--- src/patch_list_write_parser_core_defines.svh ---
// ----------------------------------------------------------------------------
// Patch list write parser: assertion macros
// Shared concurrent assertion helpers. They expect clk and arst_n in scope.
// ----------------------------------------------------------------------------
`ifndef PATCH_LIST_WRITE_PARSER_CORE_DEFINES_SVH
`define PATCH_LIST_WRITE_PARSER_CORE_DEFINES_SVH

`ifndef NO_ASSERTIONS

// same-cycle implication
`define PLW_ASSERT(lbl, ante, cons, msg) \
	lbl: assert property (@(posedge clk) disable iff (!arst_n) (ante) |-> (cons)) \
	else $error(msg);

// next-cycle implication
`define PLW_ASSERT_NEXT(lbl, ante, cons, msg) \
	lbl: assert property (@(posedge clk) disable iff (!arst_n) (ante) |=> (cons)) \
	else $error(msg);

`else

`define PLW_ASSERT(lbl, ante, cons, msg)
`define PLW_ASSERT_NEXT(lbl, ante, cons, msg)

`endif

`endif

--- src/plw_pkg.sv ---
// ----------------------------------------------------------------------------
// Patch list write parser package
// Word types, result kinds and constants shared by the parser modules.
// ----------------------------------------------------------------------------
package plw_pkg;

	localparam int unsigned LEN_W          = 16;
	localparam int unsigned POS_W          = 17;
	localparam int unsigned ADDR_W         = 35;
	localparam int unsigned DATA_W         = 32;
	localparam int unsigned MAX_WORDS_W    = 24;
	localparam int unsigned MAX_LIST_WORDS_DEF = 65535;

	localparam logic [DATA_W-1:0] END_MARK = 32'hFFFF_FFFF;
	localparam logic [DATA_W-1:0] HV_LIMIT = 32'h0004_0000;
	localparam logic [ADDR_W-1:0] ADDR_STEP = 35'd4;

	typedef enum logic [1:0] {
		KIND_WRITE   = 2'd0,
		KIND_DONE    = 2'd1,
		KIND_INVALID = 2'd2,
		KIND_BADLEN  = 2'd3
	} kind_t;

	typedef struct packed {
		logic [DATA_W-1:0] word;
		logic              start_req;
	} patch_word_t;

	typedef struct packed {
		kind_t             kind;
		logic [ADDR_W-1:0] write_address;
		logic [DATA_W-1:0] write_data;
		logic              hypervisor;
	} result_word_t;

endpackage

--- src/plw_in_stage.sv ---
// ----------------------------------------------------------------------------
// Patch list input stage
// Registers one incoming word; refills in the cycle the parser consumes it.
// ----------------------------------------------------------------------------
module plw_in_stage
	import plw_pkg::*;
(
	input  logic        clk,
	input  logic        arst_n,
	input  logic        patch_valid,
	output logic        patch_stall,
	input  patch_word_t patch,
	input  logic        fire,
	output logic        s1_valid,
	output patch_word_t s1_word
);

	logic        valid_s1;
	patch_word_t word_s1;
	logic        take;

	// load when empty or when the held word leaves this cycle
	assign take        = !valid_s1 || fire;
	assign patch_stall = !take;

	always_ff @(posedge clk or negedge arst_n) begin
		if (!arst_n) begin
			valid_s1 <= 1'b0;
		end else if (take) begin
			valid_s1 <= patch_valid;
		end
	end

	always_ff @(posedge clk) begin
		if (take && patch_valid) begin
			word_s1 <= patch;
		end
	end

	assign s1_valid = valid_s1;
	assign s1_word  = word_s1;

endmodule

--- src/plw_parse.sv ---
// ----------------------------------------------------------------------------
// Patch list parse stage
// Record state machine, bounds checks, address remap and result decode.
// ----------------------------------------------------------------------------
`include "patch_list_write_parser_core_defines.svh"

module plw_parse
	import plw_pkg::*;
#(
	parameter int unsigned MAX_LIST_WORDS = MAX_LIST_WORDS_DEF
) (
	input  logic             clk,
	input  logic             arst_n,
	input  logic             list_length_we,
	input  logic [LEN_W-1:0] list_length_wdata,
	input  logic             s1_valid,
	input  patch_word_t      s1_word,
	output logic             fire,
	output logic             res_push,
	input  logic             res_ready,
	output result_word_t     res
);

	typedef enum logic [1:0] {
		PH_ADDR = 2'd0,
		PH_SIZE = 2'd1,
		PH_DATA = 2'd2,
		PH_IDLE = 2'd3
	} phase_t;

	localparam logic [MAX_WORDS_W-1:0] MaxWords = MAX_WORDS_W'(MAX_LIST_WORDS);

	logic [LEN_W-1:0]  len_q;
	phase_t            phase_q;
	logic [POS_W-1:0]  pos_q;
	logic [ADDR_W-1:0] tgt_q;
	logic [DATA_W-1:0] left_q;
	logic              hv_q;

	phase_t            phase_n;
	logic [POS_W-1:0]  pos_n;
	logic [ADDR_W-1:0] tgt_n;
	logic [DATA_W-1:0] left_n;
	logic              hv_n;
	logic              emit;
	logic [LEN_W-1:0]  eff_len;

	// length in use is capped by the buffer size
	assign eff_len = ({{(MAX_WORDS_W-LEN_W){1'b0}}, len_q} > MaxWords) ?
		MaxWords[LEN_W-1:0] : len_q;

	always_ff @(posedge clk or negedge arst_n) begin
		if (!arst_n) begin
			len_q <= '0;
		end else if (list_length_we) begin
			len_q <= list_length_wdata;
		end
	end

	assign fire = s1_valid && res_ready;

	// next state and result for the word in s1
	always_comb begin
		phase_t            ph;
		logic [POS_W-1:0]  pos;
		logic [POS_W-1:0]  pos1;
		logic [POS_W:0]    addr_end;
		logic [DATA_W:0]   size_end;
		logic [DATA_W-1:0] w;

		w        = s1_word.word;
		ph       = s1_word.start_req ? PH_ADDR : phase_q;
		pos      = s1_word.start_req ? '0 : pos_q;
		pos1     = pos + POS_W'(1);
		addr_end = {1'b0, pos} + (POS_W+1)'(2);
		size_end = {{(DATA_W+1-POS_W){1'b0}}, pos1} + {1'b0, w};

		phase_n = ph;
		pos_n   = pos;
		tgt_n   = s1_word.start_req ? '0 : tgt_q;
		left_n  = s1_word.start_req ? '0 : left_q;
		hv_n    = s1_word.start_req ? 1'b0 : hv_q;
		emit    = 1'b0;
		res     = '{kind: KIND_WRITE, write_address: '0, write_data: '0, hypervisor: 1'b0};

		case (ph)
			PH_ADDR: begin
				if (w == END_MARK) begin
					phase_n  = PH_IDLE;
					emit     = 1'b1;
					res.kind = KIND_DONE;
				end else if (addr_end > (POS_W+1)'(eff_len)) begin
					phase_n  = PH_IDLE;
					emit     = 1'b1;
					res.kind = KIND_INVALID;
				end else begin
					// hypervisor patch: page bits 17:16 move up to bits 34:33
					if (w < HV_LIMIT) begin
						hv_n  = 1'b1;
						tgt_n = {w[17:16], 15'd0, w[17:0]};
					end else begin
						hv_n  = 1'b0;
						tgt_n = {3'd0, w};
					end
					pos_n   = pos1;
					phase_n = PH_SIZE;
				end
			end
			PH_SIZE: begin
				pos_n = pos1;
				if (size_end >= (DATA_W+1)'(eff_len)) begin
					phase_n  = PH_IDLE;
					emit     = 1'b1;
					res.kind = KIND_BADLEN;
				end else begin
					left_n  = w;
					phase_n = (w == '0) ? PH_ADDR : PH_DATA;
				end
			end
			PH_DATA: begin
				emit              = 1'b1;
				res.kind          = KIND_WRITE;
				res.write_address = tgt_n;
				res.write_data    = w;
				res.hypervisor    = hv_n;
				tgt_n             = tgt_n + ADDR_STEP;
				pos_n             = pos1;
				left_n            = left_n - DATA_W'(1);
				if (left_n == '0) begin
					phase_n = PH_ADDR;
				end
			end
			default: begin
				phase_n = PH_IDLE;
			end
		endcase
	end

	assign res_push = fire && emit;

	// parser state advances only when the word is consumed
	always_ff @(posedge clk or negedge arst_n) begin
		if (!arst_n) begin
			phase_q <= PH_ADDR;
			pos_q   <= '0;
			tgt_q   <= '0;
			left_q  <= '0;
			hv_q    <= 1'b0;
		end else if (fire) begin
			phase_q <= phase_n;
			pos_q   <= pos_n;
			tgt_q   <= tgt_n;
			left_q  <= left_n;
			hv_q    <= hv_n;
		end
	end

	`PLW_ASSERT(a_data_left, phase_q == PH_DATA, left_q != '0, "data phase with no words left")
	`PLW_ASSERT_NEXT(a_err_idle, res_push && res.kind != KIND_WRITE, phase_q == PH_IDLE, "end or error did not idle")
	`PLW_ASSERT(a_idle_quiet, fire && phase_q == PH_IDLE && !s1_word.start_req, !res_push, "result while idle")

endmodule

--- src/plw_out_reg.sv ---
// ----------------------------------------------------------------------------
// Patch list result register
// Holds one result word until the downstream side takes it.
// ----------------------------------------------------------------------------
module plw_out_reg
	import plw_pkg::*;
(
	input  logic         clk,
	input  logic         arst_n,
	input  logic         res_push,
	output logic         res_ready,
	input  result_word_t res,
	output logic         result_valid,
	input  logic         result_stall,
	output result_word_t result
);

	logic         valid_q;
	result_word_t result_q;
	logic         ready;

	// free when empty or when the held word is taken this cycle
	assign ready     = !valid_q || !result_stall;
	assign res_ready = ready;

	always_ff @(posedge clk or negedge arst_n) begin
		if (!arst_n) begin
			valid_q <= 1'b0;
		end else if (ready) begin
			valid_q <= res_push;
		end
	end

	always_ff @(posedge clk) begin
		if (ready && res_push) begin
			result_q <= res;
		end
	end

	assign result_valid = valid_q;
	assign result       = result_q;

endmodule

--- src/patch_list_write_parser_core.sv ---
// A word accepted into the input stage register is parsed combinationally; its
// result word is held in the result register until downstream takes it.
// Throughput: one patch list word per cycle while result_stall is low; the
// parse stage state update is combinational, so words follow back to back.
// Reset (arst_n low) clears the list length, the parser state (expect address
// word, position zero) and both stage valid flags; payload registers keep data.
// ----------------------------------------------------------------------------
// Patch list write parser core
// Turns a stream of patch list words into byte-addressed write, end and error results.
// ----------------------------------------------------------------------------
module patch_list_write_parser_core
	import plw_pkg::*;
#(
	parameter int unsigned MAX_LIST_WORDS = MAX_LIST_WORDS_DEF
) (
	input  logic             clk,
	input  logic             arst_n,
	input  logic             list_length_we,
	input  logic [LEN_W-1:0] list_length_wdata,
	input  logic             patch_valid,
	output logic             patch_stall,
	input  patch_word_t      patch,
	output logic             result_valid,
	input  logic             result_stall,
	output result_word_t     result
);

	logic         s1_valid;
	patch_word_t  s1_word;
	logic         fire;
	logic         res_push;
	logic         res_ready;
	result_word_t res;

	plw_in_stage u_in (
		.clk         (clk),
		.arst_n      (arst_n),
		.patch_valid (patch_valid),
		.patch_stall (patch_stall),
		.patch       (patch),
		.fire        (fire),
		.s1_valid    (s1_valid),
		.s1_word     (s1_word)
	);

	plw_parse #(
		.MAX_LIST_WORDS (MAX_LIST_WORDS)
	) u_parse (
		.clk               (clk),
		.arst_n            (arst_n),
		.list_length_we    (list_length_we),
		.list_length_wdata (list_length_wdata),
		.s1_valid          (s1_valid),
		.s1_word           (s1_word),
		.fire              (fire),
		.res_push          (res_push),
		.res_ready         (res_ready),
		.res               (res)
	);

	plw_out_reg u_out (
		.clk          (clk),
		.arst_n       (arst_n),
		.res_push     (res_push),
		.res_ready    (res_ready),
		.res          (res),
		.result_valid (result_valid),
		.result_stall (result_stall),
		.result       (result)
	);

endmodule
--- config.mk ---
export PLATFORM = sky130hd
export DESIGN_NAME = patch_list_write_parser_core
export DESIGN_NICKNAME = d
export VERILOG_FILES = /design/src/plw_pkg.sv /design/src/plw_in_stage.sv /design/src/plw_parse.sv /design/src/plw_out_reg.sv /design/src/patch_list_write_parser_core.sv
export VERILOG_INCLUDE_DIRS = /design/src /design/src/src
export SDC_FILE = /design/constraint.sdc
export NUM_CORES = 1
export LEC_CHECK = 0
export BUFFER_PORTS_ARGS = -buffer_cell sky130_fd_sc_hd__buf_2
export CAP_MARGIN = 30
export CORE_MARGIN = 5
export CORE_UTILIZATION = 40
export CTS_CLUSTER_DIAMETER = 100
export DETAILED_ROUTE_END_ITERATION = 6
export PLACE_DENSITY = 0.62
export SLEW_MARGIN = 20
export SYNTH_ARGS = -nofsm -noshare
export SYNTH_HDL_FRONTEND = slang
export SYNTH_SLANG_ARGS = --single-unit
--- constraint.sdc ---
create_clock -name clk -period 27.5 [get_ports clk]
set_clock_uncertainty 0.15 [all_clocks]
set_input_delay 2.75 -clock clk [delete_from_list [all_inputs] [get_ports clk]]
set_output_delay 2.75 -clock clk [all_outputs]
set_load 0.005 [all_outputs]
## After elaboration in Yosys (flattened, before gate mapping)

Cells that the tools add are included.

| word-level totals | value |
|---|---|
| flip-flop bits (word level) | 208 |
| input bits | 54 |
| output and inout bits | 72 |
| logic and storage cells | 71 |

| operators by class | value |
|---|---|
| add/subtract/negate cells | 5 |
| $lt $le $gt $ge | 3 |
| eq/ne operators | 3 |
| multiplexer cells | 32 |
| reductions and logical operators | 14 |

Operators with widths:

| cell | count |
|---|---|
| 35-bit 2-to-1 mux | 4 |
| 35-bit one-hot mux with 2 select lines | 1 |
| 32-bit logical NOT | 2 |
| 32-bit 2-to-1 mux | 2 |
| 32-bit one-hot mux with 2 select lines | 1 |
| 17-bit 2-to-1 mux | 3 |
| 35-bit by 3-bit adder with 35-bit output (second input constant) | 1 |
| 17-bit one-hot mux with 2 select lines | 1 |
| 17-bit by 32-bit adder with 33-bit output | 1 |
| 33-bit by 16-bit greater-or-equal comparator with 1-bit output | 1 |
| 32-bit == test (second input constant) | 1 |
| 32-bit by 19-bit < comparator with 1-bit output (second input constant) | 1 |
| 32-bit by 1-bit subtractor with 32-bit output (second input constant) | 1 |
| 17-bit by 2-bit adder with 18-bit output (second input constant) | 1 |
| 18-bit by 16-bit greater-than comparator with 1-bit output | 1 |
| 2-bit 2-to-1 mux | 9 |
| 17-bit by 1-bit adder with 17-bit output (second input constant) | 1 |
| 1-bit 2-to-1 mux | 8 |
| 2-bit one-hot mux with 3 select lines | 1 |
| 1-bit logical AND | 4 |
| 1-bit logical NOT | 4 |
| 2-bit one-hot mux with 2 select lines | 1 |
| 1-bit one-hot mux with 3 select lines | 1 |
| 2-bit by 1-bit == test with 1-bit output (second input constant) | 1 |
| other kinds (4) | 5 |

## Depth between registers and ports, before layout

Gate-level depths: netlist of run 1.

| logic depth | value |
|---|---|
| depth in word-level cells | 8 |
| mapped depth | 32 |

## Cells and area by module

From an unflattened synthesis of run 1, not the netlist that was laid out.

| second synthesis, totals | value |
|---|---|
| cell total of the unflattened synthesis | 1,517 |
| area, all modules | 13,510.5 sq um |

Modules (own cells, without submodules):

| module | times used | cells each | area an instance (sq um) |
|---|---|---|---|
| plw_parse | 1 | 1,405 | 10,312.4 |
| plw_out_reg | 1 | 74 | 2,149.6 |
| plw_in_stage | 1 | 38 | 1,048.5 |

## Worst setup path before layout of run 1

OpenSTA, ideal clock, no wires.

| path | value |
|---|---|
| path type | reg-to-reg |
| start | register u_in.word_s1, in the netlist u_in.s1_word[0] |
| end | register u_out.result_q, in the netlist u_out.result[0] (enable) |
| setup time | 0.499 ns |
| data arrival time | 8.655 ns |
| data required time | 26.851 ns |
| slack | 18.196 ns |
| stages on the path, launching flop included | 31 |
| cell sequence | edfxtp_1 clkbuf_1 clkbuf_1 clkbuf_1 clkbuf_1 buf_1 nor2b_1 ha_1 and3_1 clkbuf_1 nand3_1 xor2_1 nor2_1 ha_1 and4_1 o2bb2ai_1 nand2b_1 nor2_1 o21ai_0 xor2_1 ha_1 nand3_1 nor4_1 a2111o_1 a311oi_1 o211ai_1 nor4_2 nand3_2 buf_6 a21boi_0 nor2_1 |

| between the ends | value |
|---|---|
| cells in the longest elaborated chain, start to end | 8 |
| elaborated cells between the ends (all ways) | 16 |

RTL lines:

| item | RTL line | RTL |
|---|---|---|
| from (decl) | plw_in_stage.sv:19 | `patch_word_t word_s1;` |
| from (signal assigned) | plw_in_stage.sv:36 | `word_s1 <= patch;` |
| 17-bit 2-to-1 mux | plw_parse.sv:73 | `pos = s1_word.start_req ? '0 : pos_q;` |
| 17-bit by 1-bit adder with 17-bit output or 17-bit by 2-bit adder with 18-bit output (tied branches) | plw_parse.sv:74, plw_parse.sv:75 |  |
| 17-bit by 32-bit adder with 33-bit output or 18-bit by 16-bit greater-than comparator with 1-bit output (tied branches) | plw_parse.sv:76, plw_parse.sv:92 |  |
| 33-bit by 16-bit greater-or-equal comparator with 1-bit output or 1-bit 2-to-1 mux (tied branches) | plw_parse.sv:111, plw_parse.sv:92 |  |
| 1-bit 2-to-1 mux (on tied branches) | plw_parse.sv:111, plw_parse.sv:88 |  |
| 1-bit one-hot mux with 3 select lines * | plw_parse.sv:86 | `case (ph)` |
| 1-bit logical AND * | plw_parse.sv:139 | `assign res_push = fire && emit;` |
| 1-bit logical AND * | plw_out_reg.sv:35 | `if (ready && res_push) begin` |
| to (signal assigned) | plw_out_reg.sv:36 | `result_q <= res;` |
| to (decl) | plw_out_reg.sv:19 | `result_word_t result_q;` |

Mark *: on every way between the ends. The rest lies on a longest branch, timed or not.
A chain may end at the register's enable or synchronous reset.

## Worst setup path after layout of run 1

| path | value |
|---|---|
| start | register u_in.word_s1, in the netlist u_in.s1_word[0] |
| end | register u_out.result_q, in the netlist u_out.result[4] (enable) |

The elaborated chain is that of the path after synthesis.

==> results of run 1 <==
-- worst min-delay path by stage --
stage,endpoint,slack [ps],depth (start not counted)
2_1_floorplan,u_parse.phase_q[1]$_DFFE_PN0P_,300,1
4_1_cts,u_parse.phase_q[1]$_DFFE_PN0P_,340,1
6_report,u_parse.phase_q[1]$_DFFE_PN0P_,340,1
3_3_place_gp,u_parse.phase_q[1]$_DFFE_PN0P_,320,1
3_5_place_dp,u_parse.phase_q[1]$_DFFE_PN0P_,320,1
5_1_grt,u_parse.hv_q$_DFFE_PN0P_,380,1
-- metrics by stage --
stage	area (um2)	setup slack, ps	cells	hold slack [ps]	util (%)
3_5_place_dp	14200	19400	1929	321	43.7
6_report	15200	19750	1975	341	46.5
3_3_place_gp	14200	19580	1926	320	43.5
4_1_cts	15200	19360	1973	339	46.5
5_1_grt	15200	19230	1975	380	46.5
2_1_floorplan	13300	18200	1437	299	-
-- area by class of cell --
class                           instances  area share [%]
Clock inverter                         15            1.71
Tap cell                              442            3.64
Multi-Input combinational cell       1091            46.2
Sequential cell                       208            37.7
Clock buffer                           29            4.35
Inverter                               47            1.16
Timing Repair Buffer                  143            5.21
-- state kept, by name, indices dropped and copies added, names as in the netlist --
name                count
u_in.s1_word           33
u_parse.pos_q          17
u_in.s1_valid           1
u_parse.tgt_q          35
u_parse.eff_len        16
u_parse.left_q         32
u_parse.phase_q         2
u_out.result_valid      1
u_parse.hv_q            1
u_out.result           70
-- cell usage in the layout (no fill, tap or decap), types with 17 or more instances in the layout --
cell / count
sky130_fd_sc_hd__a21o_1: 19
sky130_fd_sc_hd__a21oi_1: 92
sky130_fd_sc_hd__a22oi_1: 20
sky130_fd_sc_hd__a31oi_1: 17
sky130_fd_sc_hd__and2_1: 39
sky130_fd_sc_hd__and3_1: 41
sky130_fd_sc_hd__buf_2: 124
sky130_fd_sc_hd__clkbuf_16: 25
sky130_fd_sc_hd__dfrtp_1: 105
sky130_fd_sc_hd__edfxtp_1: 103
sky130_fd_sc_hd__ha_1: 57
sky130_fd_sc_hd__inv_1: 47
sky130_fd_sc_hd__nand2_1: 128
sky130_fd_sc_hd__nand3_1: 54
sky130_fd_sc_hd__nand4_1: 27
sky130_fd_sc_hd__nor2_1: 110
sky130_fd_sc_hd__nor2b_1: 28
sky130_fd_sc_hd__nor3_1: 46
sky130_fd_sc_hd__nor4_1: 17
sky130_fd_sc_hd__o21ai_0: 97
sky130_fd_sc_hd__xnor2_1: 38
sky130_fd_sc_hd__xor2_1: 27
-- power by group --
| part | internal [mW] | leakage (nW) | switching, mW | total, mW |
|---|---|---|---|---|
| combinational | 0.176 | 3.60 | 0.300 | 0.476 |
| clock | 0.237 | 0.441 | 0.133 | 0.370 |
| sequential | 0.403 | 2.37 | 0.0791 | 0.482 |
-- critical path, cell delays in order (launching register included) --
cell	delay [ps]
sky130_fd_sc_hd__edfxtp_1	350
sky130_fd_sc_hd__buf_4	280
sky130_fd_sc_hd__nor2b_1	260
sky130_fd_sc_hd__ha_1	270
sky130_fd_sc_hd__and3_1	300
sky130_fd_sc_hd__nand3_1	200
sky130_fd_sc_hd__xor2_1	190
sky130_fd_sc_hd__nor2_1	80
sky130_fd_sc_hd__ha_1	410
sky130_fd_sc_hd__and4_1	300
sky130_fd_sc_hd__nand3_1	90
sky130_fd_sc_hd__a21oi_1	280
sky130_fd_sc_hd__nor2_1	190
sky130_fd_sc_hd__o21ai_0	320
sky130_fd_sc_hd__xor2_1	220
sky130_fd_sc_hd__ha_1	260
sky130_fd_sc_hd__nand3_1	100
sky130_fd_sc_hd__nor4_1	80
sky130_fd_sc_hd__a2111o_1	370
sky130_fd_sc_hd__a311oi_1	280
sky130_fd_sc_hd__o211ai_1	150
sky130_fd_sc_hd__nor4_2	300
sky130_fd_sc_hd__clkbuf_4	260
sky130_fd_sc_hd__nand3_2	520
sky130_fd_sc_hd__a21boi_0	600
sky130_fd_sc_hd__nor2_4	30
sky130_fd_sc_hd__buf_4	370
-- routing by layer --
layer / vias up / global-route usage (%) / routed length [um]
met5: - / 0 / 0
met4: 0 / 4.74 / 860
met3: 66 / 3.00 / 3230
met2: 496 / 34.7 / 19000
met1: 5624 / 32.1 / 18100
li1: 5478 / - / -
-- kinds of logic (layout without fill, tap and decap cells) --
| family | Yosys count | count (layout) |
|---|---|---|
| adders and majority gates | 59 | 59 |
| AOI/OAI and AO/OA | 370 | 370 |
| xor gates and xnor gates | 65 | 65 |
| buffers and inverters | 138 | 234 |
| muxes | 29 | 29 |
| and+or+nand+nor | 568 | 568 |
| DFF | 208 | 208 |
==> results.md, run 1 <==
Yosys:
- The share of the synthesized netlist area taken by xor and xnor gates is 4.29%.
- Of the total synthesized cell area, the portion taken by full adders, half adders and majority gates is 5.62%.
- The area of the mapped netlist is 13300 um2.
- After synthesis, the share of flip-flops with an asynchronous set or reset is 50.5%.
- The net count after synthesis is 1550.
- In this run the mean area of a mapped cell was 9.23 um2.
- After synthesis, the most frequently instantiated cells are sky130_fd_sc_hd__nand2_1, sky130_fd_sc_hd__nor2_1, sky130_fd_sc_hd__dfrtp_1, sky130_fd_sc_hd__edfxtp_1, sky130_fd_sc_hd__o21ai_0.
- Yosys mapped a number of flops with a built-in enable equal to 103.
- Summing the areas of all and, or, nand and nor instances in the mapped netlist gives 22.4% of the synthesized area.
- The top cell type by area accounts for 23.3% of the synthesized area.
- The unique cell type count in the Yosys netlist is 81.
- The number of instances in the synthesized netlist is 1437.
- Counting flops and latches in the post-synthesis netlist gives 208.
- The complex-gate fraction of the synthesized area is 18.2%.
- After synthesis, the largest family of logic cells by area is simple AND/OR/NAND/NOR gates.
- The fraction of the yosys area taken by sequential cells is 43.1%.
- The most common flop cell mapped by yosys is sky130_fd_sc_hd__dfrtp_1.
- By area the synthesized netlist is led by sky130_fd_sc_hd__edfxtp_1, sky130_fd_sc_hd__dfrtp_1, sky130_fd_sc_hd__ha_1, sky130_fd_sc_hd__o21ai_0, sky130_fd_sc_hd__nand2_1.
- The count of yosys warnings during synthesis is 0.
- The synthesized design spends more area on one cell type than any other, namely sky130_fd_sc_hd__edfxtp_1.
- The portion of synthesized area spent on multiplexers is 2.32%.
- The most numerous cell in the Yosys netlist is sky130_fd_sc_hd__nand2_1.

Clock tree:
- The clock passes through at most 3 buffers.
- CTS built an H-tree with a depth of 1.
- CTS placed an instance of sky130_fd_sc_hd__clkbuf_16 at the clock tree root.
- Clock latency on the worst-skew pair, taken at its later pin, is 530 ps.
- The number of hold buffers added after cts is 0.
- After clock tree synthesis, the repair step resized 0 gates.
- The clock transition at the register clock pins on the worst setup and hold paths after CTS is 60 ps.
- The number of sinks handled by clock tree synthesis is 208.
- The CTS tree is done.
- The number of buffers created by CTS is 24.
- The total setup buffers inserted after CTS is 0.

Global routing:
- For this run, the total global-route usage over all layers was measured as 21.9%.
- Entering global routing, the biggest net connects 71 pins.
- The via count of the first global-routing pass is 11.0k.
- The number of antenna violations at the first check in global routing was 0.
- The first global-routing pass estimated 64400 um of wire.
- After global routing the overflow that remains totals 0.

Die:
- The width of the die is 192 um.
- For this configuration, the core starts out at a cell density of 40.7%.
- The floorplan step set the die height to 192 um.
- The cell row count is 66.
- 126 I/O pins were placed.
- The floorplan step defined a die boundary enclosing 36900 um2.
- The core area is 32600 um2.

Power:
- The worst IR drop on VDD is 0.0506 mV.
- The analysis attributes to cell leakage a power of 6.41 nW.
- The power density over cell area is 87.5 nW/um2.
- The overall power after layout is 1.33 mW.

Timing:
- The final number of hold-violating endpoints is 0.
- The max-slew violation count is 0.
- At the pin with the least slew margin, the transition time is 949 ps.
- The smallest clock period supported by the final layout is computed as 7750 ps.
- Setup repair after global routing left no endpoint under its margin.
- Based on the critical path, the design can be clocked at up to 129 MHz.
- In this run the tightest slew margin relative to its limit is 36.7%.
- Setup total negative slack on the finished layout was measured at 0 ps.
- The portion of the clock cycle consumed by the worst path in the final layout is 28.2%.
- The final-report setup violation count is 0.

Job:
- The number of max-cap violations is 0.

Layout:
- The area growth from synthesis to layout is 14.4%.
- The repair_antennas step left the layout with diodes totalling 0.
- The post-route netlist has 14.3% of its cells at a drive strength greater than 1.
- The flip-flop and latch area is 5720 um2.
- In the final design database the tool counted 1628 nets.
- The combined area of the multi-input logic cells is 7020 um2.
- The filler cell count is 3111.

Worst setup path:
- The kind of start point of the critical path is a flop.
- The capturing point of the worst reg2reg path is u_out.result[4]$_SDFFCE_PN0P_.
- The setup path with the least slack is of type flop to flop.
- The launch point of the worst reg-to-reg path is u_in.s1_word[0]$_DFFE_PP_.
- For the worst setup path, the data arrival time is 7740 ps.
- The required time at the endpoint of the critical path is 27490 ps.
- The critical path endpoint is u_out.result[4]$_SDFFCE_PN0P_.
- Of all nets on the critical path, the largest fanout is 70.
- The most critical setup path has its startpoint at u_in.s1_word[0]$_DFFE_PP_.
- The worst setup slack for register-to-register paths is 19750 ps.
- Measured in cells, the most critical reg-to-reg path has a length of 26.
- The nature of the critical path endpoint is a flop.

Routing:
- The count of unresolved DRC violations after routing is 0.
- The average vias per placed instance is 5.91.
- The detail route stage leaves a number of antenna-violating nets equal to 0.
- The pre-antenna-repair detailed-routing pass consisted of 5 iterations.
- The routed design has 41200 um of wire.
- Across all layers, the routed design uses 11.7k vias.
- The number of design-rule violations left by the first detailed-router iteration is 1504.
- After detailed routing, the average wire length per cell comes to 20.9 um.

Place:
- Port buffering added 125 buffers.
- The half-perimeter wire length after detailed placement is 28900 um.
- The weighted congestion at the end of routability-driven global placement is 0.906.

Run status:
- The flow ran to the end, and the final reports show no timing, DRC or antenna violations.

Worst hold path:
- The type of the worst min-delay path is flop to flop.
- The launch instance of the worst min-delay path is u_parse.phase_q[1]$_DFFE_PN0P_.
Power figures use the tool's default switching activity.
==> run 2, diff against run 1 <==
==> constraint.sdc (replaced) <==
create_clock -name clk -period 7.8 [get_ports clk]
set_clock_uncertainty 0.15 [all_clocks]
set_input_delay 0.78 -clock clk [delete_from_list [all_inputs] [get_ports clk]]
set_output_delay 0.78 -clock clk [all_outputs]
set_load 0.005 [all_outputs]
==> results.md, run 2 (same netlist as run 1, synthesis figures left out) <==
Timing:
- The final-report setup violation count is 0 (unchanged).
- The fmax is 142 MHz (was 129 MHz).
- The max-slew violation count came to 0 (unchanged).
- The worst hold slack after final layout was 109 ps (was 341 ps).
- The transition time at the pin with the least slew margin is 970 ps (was 949 ps).
- The minimum clock period is 7040 ps (was 7750 ps).
- The worst slew slack as a fraction of its limit is 34.4% (was 36.7%).
- The final number of hold-violating endpoints came to 0 (unchanged).
- The portion of the clock cycle consumed by the worst path in the final layout is 90.3% (was 28.2%).
- The sum of negative setup slack was 0 ps (unchanged).
- Setup repair after global routing missed its margin: false (unchanged).

Clock tree:
- The number of hold buffers added after cts came to 0 (unchanged).
- The maximum buffer depth of the clock tree is 3 (unchanged).
- The CTS tree is done (unchanged).
- The total setup buffers inserted after CTS was 0 (unchanged).
- The clock latency reported for the late side of the worst-skew pair is 530 ps (about the same).
- The post-cts resize count is 0 (unchanged).
- The buffer type at the clock tree root is sky130_fd_sc_hd__clkbuf_16 (unchanged).
- The number of buffers created by CTS is 24 (unchanged).
- The clock transition at the register clock pins on the worst setup and hold paths after CTS is 60 ps (about the same).
- The count of H-tree levels built during CTS is 1 (unchanged).
- The number of sinks handled by clock tree synthesis came to 208 (unchanged).

Place:
- The weighted congestion at the end of routability-driven global placement is 0.934 (was 0.906).
- The half-perimeter wire length after detailed placement was 29300 um (was 28900 um).
- The placed instance area is 14300 um2 (was 14200 um2).
- The number of buffers added on ports is 125 (unchanged).
- The cell count after placement is 1931 (was 1929).

Layout:
- The number of inserted diodes is 0 (unchanged).
- The proportion of layout cells with a drive suffix above 1 is 14.2% (was 14.3%).
- The area growth from synthesis to layout came to 14.2% (was 14.4%).
- The flip-flop count of the largest register, all copies and words added is 70 (unchanged).
- The final standard cell count with taps included and fillers excluded came to 1976 (was 1975).
- The final design instance area without fill is 15200 um2 (about the same).
- The combined area of the multi-input logic cells is 7020 um2 (unchanged).
- The filler cell count came to 3112 (was 3111).
- The commonest non-fill, non-tap cell in the layout is sky130_fd_sc_hd__nand2_1 (unchanged).
- Most frequent cells in the layout: sky130_fd_sc_hd__nand2_1, sky130_fd_sc_hd__buf_2, sky130_fd_sc_hd__nor2_1 (unchanged).
- The number of nets in the final layout is 1629 (was 1628).
- The flip-flop and latch area is 5720 um2 (unchanged).

Global routing:
- The via count of the first global-routing pass was 11.1k (was 11.0k).
- The wire length of the first global-routing pass is 64400 um (about the same).
- The number of antenna violations at the first check in global routing is 0 (unchanged).
- The total global-route track usage is 22.0% (was 21.9%).
- The sum of overflow across all layers after global routing was 0 (unchanged).
- The pin count of the biggest net entering global routing was 103 (was 71).

Power:
- The worst IR drop on VDD came to 0.170 mV (was 0.0506 mV).
- The standby leakage power is 6.40 nW (was 6.41 nW).
- The overall power after layout was 4.63 mW (was 1.33 mW).
- The power density over cell area is 305 nW/um2 (was 87.5 nW/um2).

Routing:
- The number of design-rule violations left by the first detailed-router iteration is 1491 (was 1504).
- The routed via count is 11.7k (about the same).
- The average vias per placed instance is 5.92 (was 5.91).
- The antenna violation net count after detailed routing is 0 (unchanged).
- The detail-routed net length per standard cell is 21.1 um (was 20.9 um).
- The detailed-routing iteration count for the pre-antenna-repair pass came to 5 (unchanged).
- The final routed wirelength across all metal layers is 41700 um (was 41200 um).
- The count of unresolved DRC violations after routing came to 0 (unchanged).

Worst setup path:
- The critical path arrival is 7090 ps (was 7740 ps).
- The worst setup slack for register-to-register paths came to 760 ps (was 19750 ps).
- The number of cell instances on the worst register-to-register path is 26 (unchanged).
- The kind of start point of the critical path is a flop (unchanged).
- The capturing point of the worst reg2reg path is u_out.result[17]$_SDFFCE_PN0P_ (was u_out.result[4]$_SDFFCE_PN0P_).
- The nature of the critical path endpoint was a flop (unchanged).
- The worst setup path startpoint is u_in.s1_word[0]$_DFFE_PP_ (unchanged).
- The biggest fanout along the worst timing path came to 50 (was 70).
- The launch point of the worst reg-to-reg path was u_in.s1_word[0]$_DFFE_PP_ (unchanged).
- The critical path endpoint is u_out.result[17]$_SDFFCE_PN0P_ (was u_out.result[4]$_SDFFCE_PN0P_).
- The required time at the endpoint of the critical path is 7850 ps (was 27490 ps).
- The class of the most critical setup path is flop to flop (unchanged).

Job:
- The number of max-cap violations is 0 (unchanged).

Worst hold path:
- The type of the worst min-delay path is input pin to async pin (was flop to flop).

Die:
- The number of primary I/O pins is 126 (unchanged).
- The initial core utilization is 40.7% (unchanged).
- The die boundary height is 192 um (unchanged).
- The area of the die is 36900 um2 (unchanged).
- The width of the die is 192 um (unchanged).
- The cell row count is 66 (unchanged).
- The core area is 32600 um2 (unchanged).

Run status:
- Result of the run: complete, no violations (unchanged).
-- run 2: cell count changes in the layout (fill, tap and decap cells not counted), sizes merged --
cell,previous run,this run
clkinvlp,2,1
buf,142,144
inv,47,48
bufinv,7,6
-- run 2: critical path: stages (launching register included) --
cell and delay, ps:
sky130_fd_sc_hd__edfxtp_1 490, sky130_fd_sc_hd__nor2b_1 260, sky130_fd_sc_hd__ha_1 300, sky130_fd_sc_hd__and3_1 310, sky130_fd_sc_hd__nand3_1 190, sky130_fd_sc_hd__xor2_1 190, sky130_fd_sc_hd__nor2_1 140, sky130_fd_sc_hd__ha_1 320
sky130_fd_sc_hd__and4_1 290, sky130_fd_sc_hd__o2bb2ai_1 160, sky130_fd_sc_hd__nand2b_1 160, sky130_fd_sc_hd__nor2_1 370, sky130_fd_sc_hd__nor2_1 100, sky130_fd_sc_hd__nor2_1 140, sky130_fd_sc_hd__xnor2_1 140, sky130_fd_sc_hd__ha_1 280
sky130_fd_sc_hd__a21oi_1 150, sky130_fd_sc_hd__nand2_1 70, sky130_fd_sc_hd__a221oi_1 210, sky130_fd_sc_hd__o211ai_1 130, sky130_fd_sc_hd__a2111oi_0 330, sky130_fd_sc_hd__o211ai_1 170, sky130_fd_sc_hd__nor4_2 510, sky130_fd_sc_hd__nand3_2 130
sky130_fd_sc_hd__a21boi_0 410, sky130_fd_sc_hd__nor2_4 210, sky130_fd_sc_hd__buf_4 360
-- run 2: report_power, final --
group | internal, mW | switching, mW | total [mW]
Sequential | 1.42 | 0.288 | 1.71
Clock | 0.792 | 0.461 | 1.25
Combinational | 0.620 | 1.05 | 1.67
-- run 2: through the flow --
stage                     utilization, %  setup WS (ps)
final                               46.5            755
after global routing                46.5            197
after CTS                           46.4            866
after detailed placement            43.7            909
after global placement              43.6           1020
after floorplan                        -            409
-- run 2: worst min-delay path by stage --
| stage | from | endpoint | slack (ps) | cells past startpoint |
|---|---|---|---|---|
| floorplan | u_parse.phase_q[1]$_DFFE_PN0P_ | u_parse.phase_q[1]$_DFFE_PN0P_ | 300 | 1 |
| global placement | u_parse.phase_q[0]$_DFFE_PN0P_ | u_parse.phase_q[0]$_DFFE_PN0P_ | 330 | 1 |
| detailed placement | u_parse.phase_q[0]$_DFFE_PN0P_ | u_parse.phase_q[0]$_DFFE_PN0P_ | 330 | 1 |
| CTS | arst_n | u_parse.eff_len[14]$_DFFE_PN0P_ | 120 | 1 |
| global route | arst_n | u_parse.eff_len[14]$_DFFE_PN0P_ | 150 | 1 |
| finish | arst_n | u_parse.eff_len[14]$_DFFE_PN0P_ | 110 | 1 |
-- run 2: layer usage --
metal,GRT usage (%),routed length [um],vias up
li1,-,-,5473
met1,32.1,18200,5647
met2,34.1,19000,498
met3,3.60,3320,80
met4,5.68,1150,0
met5,0,0,-
-- run 2: final cells by class --
class	count	area share [%]
clock inverter	14	1.47
multi-input combinational	1091	46.3
tap	442	3.65
timing repair buffer	144	5.37
inverter	47	1.16
clock buffer	30	4.32
sequential	208	37.7
==> run 3, diff against run 2 <==
--- a/config.mk
+++ b/config.mk
@@ -6,13 +6,12 @@
 export SDC_FILE = /design/constraint.sdc
 export NUM_CORES = 1
 export LEC_CHECK = 0
-export BUFFER_PORTS_ARGS = -buffer_cell sky130_fd_sc_hd__buf_2
-export CAP_MARGIN = 30
 export CORE_MARGIN = 5
 export CORE_UTILIZATION = 40
 export CTS_CLUSTER_DIAMETER = 100
 export DETAILED_ROUTE_END_ITERATION = 6
-export PLACE_DENSITY = 0.62
+export DONT_BUFFER_PORTS = 1
+export PLACE_DENSITY = 0.58
 export SLEW_MARGIN = 20
 export SYNTH_ARGS = -nofsm -noshare
 export SYNTH_HDL_FRONTEND = slang
==> constraint.sdc (replaced) <==
create_clock -name clk -period 8.8 [get_ports clk]
set_clock_uncertainty 0.15 [all_clocks]
set_input_delay 0.88 -clock clk [delete_from_list [all_inputs] [get_ports clk]]
set_output_delay 0.88 -clock clk [all_outputs]
set_load 0.005 [all_outputs]
==> results.md, run 3 (same netlist as run 1, synthesis figures left out) <==
Layout:
- Most frequent cells in the layout: sky130_fd_sc_hd__nand2_1, sky130_fd_sc_hd__nor2_1, sky130_fd_sc_hd__dfrtp_1 (was sky130_fd_sc_hd__nand2_1, sky130_fd_sc_hd__buf_2, sky130_fd_sc_hd__nor2_1).
- The final standard cell count with taps included and fillers excluded is 1851 (was 1976).
- The number of nets in the final layout is 1504 (was 1629).
- The area growth from synthesis to layout is 8.67% (was 14.2%).
- The number of inserted diodes is 0 (unchanged).
- The flip-flop count of the largest register, all copies and words added came to 70 (unchanged).
- The commonest non-fill, non-tap cell in the layout was sky130_fd_sc_hd__nand2_1 (unchanged).
- The filler cell count was 3148 (was 3112).
- The proportion of layout cells with a drive suffix above 1 is 6.46% (was 14.2%).

Worst setup path:
- The kind of start point of the critical path is a flop (unchanged).
- The nature of the critical path endpoint is a flop (unchanged).
- The number of cell instances on the worst register-to-register path was 26 (unchanged).
- The capturing point of the worst reg2reg path was u_out.result[46]$_SDFFCE_PN0P_ (was u_out.result[17]$_SDFFCE_PN0P_).
- The biggest fanout along the worst timing path came to 50 (unchanged).
- The critical path arrival was 7490 ps (was 7090 ps).
- The worst setup slack for register-to-register paths is 1320 ps (was 760 ps).
- The cell with the biggest individual delay on the critical path is sky130_fd_sc_hd__buf_4 (was sky130_fd_sc_hd__nor4_2).
- The launch point of the worst reg-to-reg path is u_parse.pos_q[0]$_DFFE_PN0P_ (was u_in.s1_word[0]$_DFFE_PP_).
- The class of the most critical setup path is flop to flop (unchanged).
- The largest stage delay on the critical path is 610 ps (was 510 ps).
- The required time at the endpoint of the critical path is 8820 ps (was 7850 ps).

Clock tree:
- The number of buffers created by CTS is 25 (was 24).
- The CTS tree is done (unchanged).
- The buffer type at the clock tree root is sky130_fd_sc_hd__clkbuf_16 (unchanged).
- The count of H-tree levels built during CTS is 1 (unchanged).
- The clock transition at the register clock pins on the worst setup and hold paths after CTS is 60 ps (about the same).
- The maximum buffer depth of the clock tree is 3 (unchanged).
- The clock latency reported for the late side of the worst-skew pair was 540 ps (was 530 ps).
- The total setup buffers inserted after CTS came to 0 (unchanged).
- The number of sinks handled by clock tree synthesis is 208 (unchanged).

Routing:
- The number of design-rule violations left by the first detailed-router iteration is 1060 (was 1491).
- The routed via count was 11.3k (was 11.7k).
- The final routed wirelength across all metal layers is 41600 um (was 41700 um).
- The average vias per placed instance is 6.09 (was 5.92).
- The count of unresolved DRC violations after routing is 1 (was 0).
- The detail-routed net length per standard cell is 22.5 um (was 21.1 um).
- The detailed-routing iteration count for the pre-antenna-repair pass came to 7 (was 5).
- The antenna violation net count after detailed routing came to 0 (unchanged).

Timing:
- The fmax came to 134 MHz (was 142 MHz).
- The transition time at the pin with the least slew margin is 1140 ps (was 970 ps).
- The minimum clock period is 7480 ps (was 7040 ps).
- The final-report setup violation count is 0 (unchanged).
- The worst slew slack as a fraction of its limit was 23.4% (was 34.4%).
- Setup repair after global routing missed its margin: false (unchanged).
- The max-slew violation count is 0 (unchanged).
- The portion of the clock cycle consumed by the worst path in the final layout was 85.0% (was 90.3%).
- The sum of negative setup slack is 0 ps (unchanged).
- The final number of hold-violating endpoints is 0 (unchanged).

Global routing:
- The number of antenna violations at the first check in global routing was 1 (was 0).
- The total global-route track usage is 21.9% (was 22.0%).
- The via count of the first global-routing pass came to 10.8k (was 11.1k).
- The wire length of the first global-routing pass came to 63300 um (was 64400 um).
- The met2 track demand over resource is 32.7% (was 34.1%).
- The met3 demand-to-capacity share in global routing is 4.80% (was 3.60%).
- The pin count of the biggest net entering global routing is 106 (was 103).
- The layer with the highest usage is met2 (unchanged).
- The met1 layer usage reported by global route came to 31.3% (was 32.1%).
- The sum of overflow across all layers after global routing was 0 (unchanged).

Place:
- The weighted congestion at the end of routability-driven global placement came to 0.945 (was 0.934).
- The cell count after placement is 1805 (was 1931).
- The half-perimeter wire length after detailed placement is 29200 um (was 29300 um).
- The number of buffers added on ports is 0 (was 125).

Power:
- The fraction of power spent switching nets is 40.4% (was 38.8%).
- The overall power after layout is 3.95 mW (was 4.63 mW).
- The standby leakage power is 5.84 nW (was 6.40 nW).
- The cell internal power dissipation is 2.36 mW (was 2.83 mW).
- The power density over cell area is 274 nW/um2 (was 305 nW/um2).
- The net switching power came to 1.59 mW (was 1.80 mW).
- The combinational share of power was 35.5% (was 36.0%).
- The clock power share is 25.6% (was 27.1%).
- The sequential fraction of design power came to 38.8% (was 36.9%).
- The worst IR drop on VDD is 0.176 mV (was 0.170 mV).

Die:
- The initial core utilization is 40.7% (unchanged).
- The width of the die was 192 um (unchanged).
- The die boundary height was 192 um (unchanged).
- The number of primary I/O pins was 126 (unchanged).
- The area of the die is 36900 um2 (unchanged).
- The core area was 32600 um2 (unchanged).
- The cell row count is 66 (unchanged).

Run status:
- The checks that failed: DRC.
- Result of the run: finished, violations left (was complete, no violations).

Worst hold path:
- The type of the worst min-delay path is input pin to async pin (unchanged).

Job:
- The number of max-cap violations came to 0 (unchanged).
## run 3: cell types whose count changed in the layout (fill, tap and decap cells not counted)
| cell | previous run | this run |
|---|---|---|
| sky130_fd_sc_hd__clkinv_2 | 3 | 1 |
| sky130_fd_sc_hd__clkbuf_1 | 4 | 6 |
| sky130_fd_sc_hd__buf_2 | 124 | 0 |
| sky130_fd_sc_hd__bufinv_16 | 6 | 2 |
| sky130_fd_sc_hd__buf_12 | 1 | 0 |
| sky130_fd_sc_hd__buf_6 | 1 | 0 |
| sky130_fd_sc_hd__buf_8 | 1 | 0 |
| sky130_fd_sc_hd__clkinv_4 | 0 | 2 |
| sky130_fd_sc_hd__buf_4 | 16 | 17 |
| sky130_fd_sc_hd__clkinvlp_4 | 1 | 3 |
| sky130_fd_sc_hd__inv_8 | 0 | 1 |
## run 3: layout make-up
cell class	count	area, um2	share of cell area, %
clock inverter	13	136	0.946
inverter	47	176	1.22
multi-input combinational	1091	7020	48.7
tap	442	553	3.84
sequential	208	5720	39.7
clock buffer	32	662	4.59
timing repair buffer	18	155	1.08
## run 3: per-layer routing
metal	wire [um]	part of all wire (%)	vias up
li1	-	-	5229
met1	18400	44	5465
met2	18100	43	496
met3	3520	8.5	89
met4	1630	3.9	0
met5	0	0	-
## run 3: critical path: cells and delay by family (launching register included)
family | cells | cell delay (ps)
fa+ha+maj | 3 | 910
flops | 1 | 510
simple gates | 12 | 2840
buf+inv | 3 | 1120
xor+xnor | 2 | 400
compound gates | 6 | 1080
## run 3: how the worst max path moves through the flow
stage	start	end	slack, ps
floorplan	u_in.s1_word[0]$_DFFE_PP_	u_out.result[0]$_SDFFCE_PN0P_	660
global placement	u_in.s1_word[0]$_DFFE_PP_	u_out.result[63]$_SDFFCE_PN0P_	1660
detailed placement	u_in.s1_word[0]$_DFFE_PP_	u_out.result[65]$_SDFFCE_PN0P_	1470
CTS	u_in.s1_word[0]$_DFFE_PP_	u_out.result[59]$_SDFFCE_PN0P_	1430
global route	u_in.s1_word[0]$_DFFE_PP_	u_out.result[46]$_SDFFCE_PN0P_	880
finish	u_parse.pos_q[0]$_DFFE_PN0P_	u_out.result[46]$_SDFFCE_PN0P_	1320
## run 3: what timing repair did
item	4_1_cts	5_1_grt
endpoints found under the hold margin	105	0
hold buffers	1	0
gates resized for setup	0	0
## run 3: power groups by stage
stage / logic (mW) / clock network [mW] / registers [mW]
floorplan: 1.09 / 0 / 1.41
global placement: 1.35 / 0 / 1.54
detailed placement: 1.37 / 0 / 1.54
CTS: 1.39 / 1.04 / 1.53
global route: 1.56 / 1.08 / 1.56
finish: 1.40 / 1.01 / 1.53
## run 3: through the flow
stage	instance area, um2	hold slack (ps)	utilization [%]	setup slack, ps
after global placement	13600	326	41.7	1660
after detailed placement	13600	338	41.7	1470
final	14400	118	44.2	1320
after global routing	14400	155	44.2	877
after CTS	14400	138	44.2	1430
after floorplan	13300	299	-	659
